**config.mk**
```make
export PLATFORM = sky130hd
export DESIGN_NAME = line_rasterizer_core
export DESIGN_NICKNAME = d
export VERILOG_FILES = /design/src/rtl/core/lr_pkg.sv /design/src/rtl/core/lr_stepper.sv /design/src/rtl/core/line_rasterizer_core.sv
export VERILOG_INCLUDE_DIRS = /design/src /design/src/rtl/core
export SDC_FILE = /design/constraint.sdc
export NUM_CORES = 1
export LEC_CHECK = 0
export BUFFER_PORTS_ARGS = -buffer_cell sky130_fd_sc_hd__buf_2
export CORE_MARGIN = 2
export CORE_UTILIZATION = 30
export DETAILED_ROUTE_END_ITERATION = 12
export HOLD_SLACK_MARGIN = 0.15
export SLEW_MARGIN = 15
export SYNTH_ARGS = -nofsm -noshare
export SYNTH_HDL_FRONTEND = slang
export SYNTH_SLANG_ARGS = --single-unit
```
**constraint.sdc**
```tcl
create_clock -name clk_i -period 13.15 [get_ports clk_i]
set_input_delay 0.6575 -clock clk_i [delete_from_list [all_inputs] [get_ports clk_i]]
set_output_delay 0.6575 -clock clk_i [all_outputs]
set_load 0.01 [all_outputs]
```
**src/rtl/core/line_rasterizer_core_macros.svh**
```systemverilog
// Assertion macros for the line rasterizer RTL.
// Expects clk_i and rst_ni in the scope of each use.
`ifndef LINE_RASTERIZER_CORE_MACROS_SVH
`define LINE_RASTERIZER_CORE_MACROS_SVH

// Clocked check, off while reset is asserted.
`define LR_ASSERT(label, prop, msg) \
  label: assert property (@(posedge clk_i) disable iff (!rst_ni) (prop)) \
    else $error(msg);

// Next-cycle check: cons must hold in the cycle after ante, off during reset.
`define LR_ASSERT_NEXT(label, ante, cons, msg) \
  label: assert property (@(posedge clk_i) disable iff (!rst_ni) (ante) |=> (cons)) \
    else $error(msg);

`endif

```
**src/rtl/core/lr_pkg.sv**
```systemverilog
// Shared types, constants and helpers for the line rasterizer.
// No dependencies.
package lr_pkg;

  localparam int CoordW    = 10;
  localparam int RowStride = 800;
  localparam int ColorW    = 32;
  localparam int AddrW     = 32;
  localparam int RemW      = CoordW + 1;
  localparam int ErrW      = CoordW + 2;
  localparam int RowOffW   =
    $clog2(((1 << CoordW) - 1) * RowStride + (1 << CoordW));

  localparam logic CmdLoad = 1'b0;
  localparam logic CmdStep = 1'b1;

  typedef logic [CoordW-1:0] coord_t;

  typedef struct packed {
    logic load;
    logic step;
  } lr_ctl_t;

  typedef struct packed {
    logic [ColorW-1:0] color;
    coord_t            y_end;
    coord_t            x_end;
    coord_t            y_start;
    coord_t            x_start;
  } lr_line_t;

  typedef struct packed {
    logic                last;
    logic [ColorW-1:0]   color;
    logic [RowOffW-1:0]  row_off;
    coord_t              y;
    coord_t              x;
  } lr_pix_t;

  function automatic coord_t step_coord(coord_t c, logic down);
    return down ? c - coord_t'(1) : c + coord_t'(1);
  endfunction

endpackage

```
**src/rtl/core/lr_stepper.sv**
```systemverilog
// Bresenham line state: load of a new line and one pixel step per word.
// Depends on lr_pkg and line_rasterizer_core_macros.svh.
`include "line_rasterizer_core_macros.svh"

module lr_stepper (
  input  logic             clk_i,
  input  logic             rst_ni,
  input  lr_pkg::lr_ctl_t  ctl_i,
  input  lr_pkg::lr_line_t line_i,
  output lr_pkg::lr_pix_t  pix_o,
  output logic             busy_o
);
  import lr_pkg::*;

  coord_t              cur_x_q, cur_x_d, cur_y_q, cur_y_d;
  coord_t              major_q, major_d, minor_q, minor_d;
  logic [RemW-1:0]     rem_q, rem_d;
  logic signed [ErrW-1:0] err_q, err_d, err_t;
  logic [RowOffW-1:0]  row_off_q, row_off_d;
  logic                x_dec_q, x_dec_d, y_dec_q, y_dec_d;
  logic                x_major_q, x_major_d, busy_q, busy_d;
  logic [ColorW-1:0]   color_q, color_d;

  coord_t dx, dy, ld_major, ld_minor;
  logic   ld_x_dec, ld_y_dec, ld_x_major;
  logic   minor_step, y_step;

  always_comb begin
    ld_x_dec   = line_i.x_end < line_i.x_start;
    ld_y_dec   = line_i.y_end < line_i.y_start;
    dx         = ld_x_dec ? line_i.x_start - line_i.x_end : line_i.x_end - line_i.x_start;
    dy         = ld_y_dec ? line_i.y_start - line_i.y_end : line_i.y_end - line_i.y_start;
    ld_x_major = dx >= dy;
    ld_major   = ld_x_major ? dx : dy;
    ld_minor   = ld_x_major ? dy : dx;
  end

  always_comb begin
    cur_x_d   = cur_x_q;
    cur_y_d   = cur_y_q;
    major_d   = major_q;
    minor_d   = minor_q;
    rem_d     = rem_q;
    err_d     = err_q;
    row_off_d = row_off_q;
    x_dec_d   = x_dec_q;
    y_dec_d   = y_dec_q;
    x_major_d = x_major_q;
    busy_d    = busy_q;
    color_d   = color_q;
    err_t     = err_q;
    minor_step = err_q > 0;
    y_step     = x_major_q ? minor_step : 1'b1;
    if (ctl_i.load) begin
      x_dec_d   = ld_x_dec;
      y_dec_d   = ld_y_dec;
      x_major_d = ld_x_major;
      major_d   = ld_major;
      minor_d   = ld_minor;
      err_d     = $signed(ErrW'(ld_minor)) - $signed(ErrW'(ld_major >> 1));
      cur_x_d   = line_i.x_start;
      cur_y_d   = line_i.y_start;
      row_off_d = RowOffW'(line_i.y_start * RowStride);
      rem_d     = RemW'(ld_major) + RemW'(1);
      color_d   = line_i.color;
      busy_d    = 1'b1;
    end else if (ctl_i.step && busy_q) begin
      if (minor_step) begin
        err_t = err_q - $signed(ErrW'(major_q));
      end
      if (x_major_q) begin
        cur_x_d = step_coord(cur_x_q, x_dec_q);
        if (minor_step) begin
          cur_y_d = step_coord(cur_y_q, y_dec_q);
        end
      end else begin
        cur_y_d = step_coord(cur_y_q, y_dec_q);
        if (minor_step) begin
          cur_x_d = step_coord(cur_x_q, x_dec_q);
        end
      end
      if (y_step) begin
        row_off_d = y_dec_q ? row_off_q - RowOffW'(RowStride)
                            : row_off_q + RowOffW'(RowStride);
      end
      err_d  = err_t + $signed(ErrW'(minor_q));
      rem_d  = rem_q - RemW'(1);
      busy_d = rem_q != RemW'(1);
    end
  end

  always_ff @(posedge clk_i or negedge rst_ni) begin
    if (!rst_ni) begin
      cur_x_q   <= '0;
      cur_y_q   <= '0;
      major_q   <= '0;
      minor_q   <= '0;
      rem_q     <= '0;
      err_q     <= '0;
      row_off_q <= '0;
      x_dec_q   <= 1'b0;
      y_dec_q   <= 1'b0;
      x_major_q <= 1'b0;
      busy_q    <= 1'b0;
      color_q   <= '0;
    end else begin
      cur_x_q   <= cur_x_d;
      cur_y_q   <= cur_y_d;
      major_q   <= major_d;
      minor_q   <= minor_d;
      rem_q     <= rem_d;
      err_q     <= err_d;
      row_off_q <= row_off_d;
      x_dec_q   <= x_dec_d;
      y_dec_q   <= y_dec_d;
      x_major_q <= x_major_d;
      busy_q    <= busy_d;
      color_q   <= color_d;
    end
  end

  assign pix_o.x       = cur_x_q;
  assign pix_o.y       = cur_y_q;
  assign pix_o.row_off = row_off_q;
  assign pix_o.color   = color_q;
  assign pix_o.last    = rem_q == RemW'(1);
  assign busy_o        = busy_q;

  `LR_ASSERT(a_busy_rem, busy_q == (rem_q != '0), "busy out of step with pixel count")
  `LR_ASSERT(a_row_off, busy_q |-> (row_off_q == RowOffW'(cur_y_q * RowStride)),
             "row offset does not track current row")
  `LR_ASSERT(a_load_busy, ctl_i.load |=> busy_q, "load did not start a line")

endmodule

```
**src/rtl/core/line_rasterizer_core.sv**
```systemverilog
// Line rasterizer top level: stream ports, base register, output register.
// Depends on lr_pkg, lr_stepper and line_rasterizer_core_macros.svh.
//
//  channel   dir  handshake              payload
//  s_axis    in   tvalid/tready          tdata: line, tuser: command
//  m_axis    out  tvalid/tready          tdata: pixel, tlast: last pixel
//  cfg       in   cfg_we_i               cfg_wdata_i: frame base
//
// One word per cycle on both sides unless m_axis stalls; a step's pixel is registered.
// The line state advances in the cycle the word is taken; the output register
// decouples the sides, so a new word is taken while the last pixel drains.
// Reset clears the line state (idle) and the frame base; no clearing pass.
// A stalled output holds s_axis_tready_o low only while its register is full.
`include "line_rasterizer_core_macros.svh"

module line_rasterizer_core (
  input  logic        clk_i,
  input  logic        rst_ni,
  input  logic        cfg_we_i,
  input  logic [31:0] cfg_wdata_i,
  input  logic        s_axis_tvalid_i,
  output logic        s_axis_tready_o,
  // x_start[9:0] y_start[19:10] x_end[29:20] y_end[39:30] line_color[71:40]
  input  logic [71:0] s_axis_tdata_i,
  // command[0]
  input  logic        s_axis_tuser_i,
  output logic        m_axis_tvalid_o,
  input  logic        m_axis_tready_i,
  // pixel_x[9:0] pixel_y[19:10] pixel_address[51:20] pixel_value[83:52] zero[87:84]
  output logic [87:0] m_axis_tdata_o,
  output logic        m_axis_tlast_o
);
  import lr_pkg::*;

  logic [AddrW-1:0]  base_q;
  logic              m_valid_q, m_valid_d;
  coord_t            px_q, py_q;
  logic [AddrW-1:0]  addr_q, addr_d;
  logic [ColorW-1:0] val_q;
  logic              last_q;

  lr_ctl_t  ctl;
  lr_line_t line;
  lr_pix_t  pix;
  logic     busy;
  logic     in_fire, step_fire;
  logic [RowOffW-1:0] lin_off;

  assign s_axis_tready_o = !m_valid_q || m_axis_tready_i;
  assign in_fire         = s_axis_tvalid_i && s_axis_tready_o;
  assign ctl.load        = in_fire && (s_axis_tuser_i == CmdLoad);
  assign ctl.step        = in_fire && (s_axis_tuser_i == CmdStep);
  assign step_fire       = ctl.step && busy;
  assign line            = lr_line_t'(s_axis_tdata_i);

  lr_stepper u_stepper (
    .clk_i  (clk_i),
    .rst_ni (rst_ni),
    .ctl_i  (ctl),
    .line_i (line),
    .pix_o  (pix),
    .busy_o (busy)
  );

  always_comb begin
    lin_off   = pix.row_off + RowOffW'(pix.x);
    addr_d    = base_q + AddrW'({lin_off, 2'b00});
    m_valid_d = m_valid_q;
    if (step_fire) begin
      m_valid_d = 1'b1;
    end else if (m_axis_tready_i) begin
      m_valid_d = 1'b0;
    end
  end

  always_ff @(posedge clk_i or negedge rst_ni) begin
    if (!rst_ni) begin
      base_q    <= '0;
      m_valid_q <= 1'b0;
    end else begin
      m_valid_q <= m_valid_d;
      if (cfg_we_i) begin
        base_q <= cfg_wdata_i;
      end
    end
  end

  always_ff @(posedge clk_i) begin
    if (step_fire) begin
      px_q   <= pix.x;
      py_q   <= pix.y;
      addr_q <= addr_d;
      val_q  <= pix.color;
      last_q <= pix.last;
    end
  end

  assign m_axis_tvalid_o = m_valid_q;
  assign m_axis_tdata_o  = {4'b0000, val_q, addr_q, py_q, px_q};
  assign m_axis_tlast_o  = last_q;

  `LR_ASSERT(a_ready_empty, !m_valid_q |-> s_axis_tready_o, "empty output stalls input")
  `LR_ASSERT_NEXT(a_step_emits, step_fire, m_axis_tvalid_o, "active step gave no pixel")
  `LR_ASSERT_NEXT(a_hold, m_valid_q && !m_axis_tready_i, m_valid_q, "pixel word dropped")

endmodule
```
==> flow_summary_export.csv, run 1 <==
group,metric,value,unit
min_path,hold_path_class,"input port to register",
logic_synthesis,synth_edf_count,85,
logic_synthesis,synthTopCellsByCount,"nand2_1 (207), ha_1 (167), dfrtp_1 (147), inv_1 (129), a21oi_1 (128)",
placed_design,placed_cell_area,0.0174,sq mm
pwr,p_int,2.50,mW
floorplanning,die_y,233,um
cts,tritoncts,"built",
pwr,p_clk_frac,0.171,
placed_design,place_ws,5850,ps
sta,max_freq,147,MHz
logic_synthesis,syn_inst,1629,
sta,fin_crit,6790,ps
logic_synthesis,synth_top_area_cell,"dfrtp_1",
cts,htree_num_levels,1,
drt,routed_wl,42100,um
cts,clk_pin_slew,60,ps
pwr,net-switching-power,1.85,mW
sta,tightestPinTransition,1010,ps
grt,antenna_found_initial,7,
floorplanning,rows,83,
logic_synthesis,synth_warnings,0,
sta,maxSlewViolCount,0,
cts,clock-sinks,232,
grt,grt_max_degree,93,
worst_setup_path,worstPathRequired,13620,ps
grt,grt_pass1_vias,12200,
floorplanning,die_area,0.0541,sq mm
finish,utilization,0.354,
logic_synthesis,yosysTopAreaCellShare,0.235,
job,max_cap_violations,0,
sta,fin_crit_sh,0.516,
drt,first_iter_violations,602,
pwr,power_density,238,mW/mm^2
cts,cts_made_buffers,26,
logic_synthesis,synthTopCellsByArea,"dfrtp_1 (23%), edfxtp_1 (16%), ha_1 (13%)",
logic_synthesis,ys_ff_latch,232,
finish,multi_input_comb_area,0.00872,sq mm
floorplanning,io_pins,201,
logic_synthesis,postSynthAreaPerCell,9.63,sq um
logic_synthesis,synthArstFlopShare,0.634,
finish,drive_gt1_frac,0.171,
floorplanning,coreArea,0.0515,sq mm
placed_design,place.gp.congestion,0.855,
worst_setup_path,crit_path_start_kind,"input port",
logic_synthesis,yosysMostFrequentCell,"nand2_1",
logic_synthesis,ys_types,74,
placed_design,io_buffers,196,
pwr,fin_total_pwr,4.35,mW
cts,clock-root-buffer,"clkbuf_16",
worst_setup_path,crit_type,"input port to register",
finish,nFillCells,5295,
sta,worst_hold_slack,303,ps
cts,cts_buffer_depth,3,
finish,final_nets,2100,
placed_design,place_inst,2459,
sta,fin_tns_setup,0,ps
floorplanning,initial_core_util,0.304,
grt,grt_usage,0.154,
finish,layout.area.seq,0.00623,sq mm
logic_synthesis,synthFlopType,"dfrtp_1",
grt,overflow,0,
floorplanning,die_x,233,um
worst_setup_path,endpoint_kind,"register",
sta,setup_slack,6360,ps
pwr,ir_worst_vdd,0.105,mV
pwr,combPwrFrac,0.564,
pwr,sw_frac_of_total,0.426,
run_status,outcome,"finished, final reports clean",
sta,maxSlewHeadroom,0.329,
sta,clock_skew,16.0,ps
drt,via_per_inst,4.93,
drt,drt_pass1_iterations,5,
pwr,power.leakage,8.39,nW
grt,grt_pass1_wl,66100,um
logic_synthesis,syn_area,0.0157,sq mm
finish,syn_to_final_growth,16.3,%
sta,setup_viol_count_final,0,
placed_design,hpwl,31600,um
drt,wl_per_cell,16.8,um
drt,drc_errors,0,
drt,ant_nets,0,
finish,final_cell_area,0.0182,sq mm
pwr,p_seq_frac,0.265,
logic_synthesis,yosysSeqAreaShare,0.397,
drt,vias,12400,
cts,post-cts-setup-buffer-count,0,
sta,rsz0062_at_grt,"no",
worst_setup_path,arrival,7260,ps
sta,finalHoldViolCount,0,
finish,instances_no_fill,2512,
worst_setup_path,path_max_fanout,30,
cts,clock_latency,550,ps
[logic make-up (layout without fill, tap and decap cells)]
group | count (synthesis) | after routing | synth area share
multiplexers | 61 | 61 | 0.0427
other | 1 | 8 | 0.000239
XOR/XNOR | 130 | 130 | 0.0726
AO/OA/AOI/OAI | 398 | 398 | 0.164
adder cells (fa/ha/maj) | 183 | 183 | 0.153
AND/OR/NAND/NOR | 435 | 435 | 0.123
flip-flops | 232 | 232 | 0.397
buffers and inverters | 189 | 385 | 0.0475
[final timing paths]
check	from	end	slack, ps	depth (start not counted)
min in group asynchronous	rst_ni	base_q[2]	640	2
worst max-delay path	s_axis_tdata_i[15]	u_stepper.err_q[11]	6360	26
worst max register to register	u_stepper.row_off_q[6]	addr_q[30]	8590	18
max in group asynchronous	rst_ni	u_stepper.color_q[23]	10760	4
worst min-delay path	s_axis_tdata_i[55]	u_stepper.color_q[15]	300	3
worst min register to register	u_stepper.color_q[1]	val_q[1]	440	0
[power by group through the flow]
stage / sequential (mW) / clock (mW) / combinational [mW]
2_1_floorplan: 1.14 / 0 / 1.89
3_3_place_gp: 1.16 / 0 / 2.39
3_5_place_dp: 1.17 / 0 / 2.43
4_1_cts: 1.16 / 0.765 / 2.45
5_1_grt: 1.18 / 0.788 / 2.76
6_report: 1.15 / 0.742 / 2.45
[placed cells by master, fill, tap and decap left out, types with 13 or more instances in the layout]
cell,Yosys,layout
nand4_1,14,14
nand3_1,24,24
mux2_2,43,43
clkbuf_16,0,27
fa_1,15,15
o21a_1,15,15
o21bai_1,21,21
xor2_1,40,40
xnor2_1,90,90
inv_1,129,128
o21ai_0,80,80
a211oi_1,32,32
ha_1,167,167
nor3_1,29,29
nand2_1,207,207
nor2_1,89,88
buf_2,4,195
mux2i_1,17,17
a31oi_1,13,13
a21o_1,37,37
a21oi_1,128,128
dfrtp_1,147,147
edfxtp_1,85,85
nor2b_1,18,18
[state kept, by name (all words and copies together), names as in the netlist, 10 cells and up]
signal               count
addr_q                  32
base_q                  32
px_q                    10
py_q                    10
u_stepper.color_q       32
u_stepper.cur_x_q       10
u_stepper.cur_y_q       10
u_stepper.err_q         12
u_stepper.major_q       10
u_stepper.minor_q       10
u_stepper.rem_q         11
u_stepper.row_off_q     15
val_q                   32
[critical path, stage by stage]
cell	delay, ps
buf_2	140
inv_1	70
ha_1	450
and3_1	280
a221oi_4	110
o21ai_2	570
mux2i_1	390
o21bai_1	130
xor2_1	260
inv_1	100
ha_1	290
and3_1	200
a22o_1	190
nor4_1	260
a31o_2	620
nor2_1	90
a21oi_1	340
ha_1	340
inv_1	110
ha_1	190
a221o_1	300
maj3_1	350
o21ai_1	270
o21ai_0	190
a21oi_1	200
o21bai_1	130
[per-layer routing]
layer  share of wire  track usage  up-vias  wire length (um)
met5          0.0014            0        -                60
met4           0.023       0.0422        8               982
met3           0.050       0.0228       67              2090
met2            0.47        0.255      247             19600
met1            0.46        0.208     5985             19400
li1                -            -     6088                 -
[final cells by class]
class | count | share of cell area
tap | 680 | 0.0466
multi-input combinational | 1211 | 0.478
clock inverter | 13 | 0.00665
clock buffer | 35 | 0.0403
antenna | 4 | 0.000549
timing repair buffer | 208 | 0.0592
inverter | 129 | 0.0267
sequential | 232 | 0.342
[timing repair]
item	4_1_cts	5_1_grt
hold buffers	1	0
gates resized for setup	0	0
endpoints found under the hold margin	54	0
Note: power is estimated with default switching activity, not from simulation.
==> run 2: changes to the inputs <==
Clock period 13.15 ns to 6.26 ns, I/O delays scaled along.
==> run 2 against run 1 <==
Against the previous run:
- critical path type unchanged
- largest power group unchanged
- power increased by 120%
- hold slack worse by 120 ps
- sequential cell count stayed put
- first-iteration DRC count grew 25%
- critical endpoint unchanged
- count of clock-buffer cells in the layout unchanged
- register-to-register slack got worse by 7100 ps
- critical path depth rose by 1
==> flow_summary_export.csv, run 2 (synthesis gave the netlist of run 1 again) <==
group,metric,value,unit
cts,tritoncts,"built",
cts,clk_pin_slew,60,ps
worst_setup_path,critPathBufInv,5,
cts,cts_made_buffers,27,
drt,via_per_inst,4.85,
finish,final_common_cell,"nand2_1",
job,max_cap_violations,0,
grt,antenna_found_initial,2,
worst_setup_path,worstPathRequired,6740,ps
drt,first_iter_violations,750,
floorplanning,die_y,233,um
worst_setup_path,crit_path_start_kind,"input port",
floorplanning,coreArea,0.0515,sq mm
drt,drc_errors,0,
sta,clock_skew,12.6,ps
cts,clock_latency,560,ps
finish,drive_gt1_frac,0.179,
pwr,power.leakage,8.90,nW
placed_design,place.gp.congestion,0.897,
drt,dr.max_layer_used,"met4",
grt,grt_pass1_wl,68300,um
sta,maxSlewViolCount,0,
finish,final_cell_mix,"nand2_1 (207), buf_2 (195), ha_1 (166)",
worst_setup_path,critPathSlowestCell,"dlygate4sd3_1",
sta,max_freq,167,MHz
floorplanning,die_area,0.0541,sq mm
drt,drt_pass1_iterations,5,
sta,worst_hold_slack,186,ps
sta,maxSlewHeadroom,0.248,
finish,final_cell_area,0.0193,sq mm
drt,met3_length,1760,um
pwr,power_density,486,mW/mm^2
drt,ant_nets,0,
drt,wl_met1,20100,um
sta,tightestPinTransition,1110,ps
finish,instances_no_fill,2619,
worst_setup_path,crit_type,"input port to register",
placed_design,io_buffers,196,
worst_setup_path,endpoint_kind,"register",
placed_design,place_inst,2485,
pwr,ir_worst_vdd,0.202,mV
sta,fin_crit,5990,ps
drt,routed_wl,42700,um
worst_setup_path,path_max_fanout,7,
worst_setup_path,reg2reg_slack,1530,ps
worst_setup_path,max_stage_delay,520,ps
cts,cts_buffer_depth,3,
grt,grt_usage,0.157,
floorplanning,rows,83,
cts,clock-root-buffer,"clkbuf_16",
drt,dr_wl_met2,20100,um
sta,fin_tns_setup,0,ps
placed_design,placed_cell_area,0.0176,sq mm
cts,htree_num_levels,1,
worst_setup_path,arrival,6470,ps
worst_setup_path,cp_top_family,"compound AO/OA/AOI/OAI gates",
floorplanning,die_x,233,um
floorplanning,io_pins,201,
drt,vias,12700,
pwr,fin_total_pwr,9.39,mW
cts,clock-sinks,232,
grt,overflow,0,
finish,final_nets,2210,
sta,finalHoldViolCount,0,
finish,syn_to_final_growth,23.2,%
sta,setup_viol_count_final,0,
sta,fin_crit_sh,0.957,
run_status,outcome,"finished, final reports clean",
placed_design,hpwl,31500,um
drt,wl_per_cell,16.3,um
sta,rsz0062_at_grt,"no",
min_path,hold_path_class,"input port to register",
floorplanning,initial_core_util,0.304,
grt,grt_max_degree,93,
grt,grt_pass1_vias,12700,
-- run 2: cell count changes in the layout (fill, tap and decap cells not counted), sizes merged --
cell / change
inv: +1
dlygate4sd3: +81
buf: +28
clkinvlp: -1
bufinv: +1
diode: -3
-- run 2: area by class of cell --
cell class | count | area, sq um
clock buffer | 35 | 746
tap | 680 | 851
sequential | 232 | 6230
antenna | 1 | 2.50
inverter | 129 | 487
multi-input combinational | 1211 | 8740
clock inverter | 14 | 154
fill | 5205 | 32200
timing repair buffer | 317 | 2110
-- run 2: what timing repair did --
action,CTS,global route
hold buffers,82,0
endpoints found under the setup margin,0,8
resized for setup,0,3
endpoints found under the hold margin,160,0
setup buffers,0,2
-- run 2: power by group --
part	leakage (nW)	internal [mW]	switching, mW
Combinational	5.91	2.41	2.94
Clock	0.438	0.960	0.662
Sequential	2.55	2.09	0.334
Total	8.90	5.46	3.93
-- run 2: final timing paths --
check                                      from                    to  cells past startpoint
min                          s_axis_tdata_i[12]  u_stepper.cur_y_q[2]                      3
min in group asynchronous                rst_ni             base_q[2]                      2
max                          s_axis_tdata_i[17]   u_stepper.err_q[11]                     27
max in group asynchronous                rst_ni  u_stepper.cur_y_q[5]                      3
max reg2reg                u_stepper.cur_x_q[6]            addr_q[30]                     18
min reg2reg                u_stepper.color_q[0]              val_q[0]                      0
-- run 2: metal layers --
metal | vias up | track usage
met3 | 54 | 0.0189
met5 | - | 0
met4 | 0 | 0.0382
met1 | 6134 | 0.215
li1 | 6303 | -
met2 | 222 | 0.264
-- run 2: stage by stage --
stage	setup slack (ps)	util
after floorplan	259	-
after global placement	334	0.341
after detailed placement	289	0.341
after CTS	295	0.375
after global routing	12.8	0.375
final	270	0.375
-- run 2: worst register-to-register path: stages, from the launching register on --
cell	delay (ps)
dfrtp_1	440
ha_1	350
a21oi_1	100
nor2b_1	160
o21a_1	170
o21a_1	160
o21a_1	190
nand3_1	140
nor2_1	220
nand3_1	170
nor2_1	230
xor2_1	180
ha_1	200
or3_1	190
or3_1	120
nor3_1	60
o41ai_1	980
nand4_1	230
xnor2_1	170
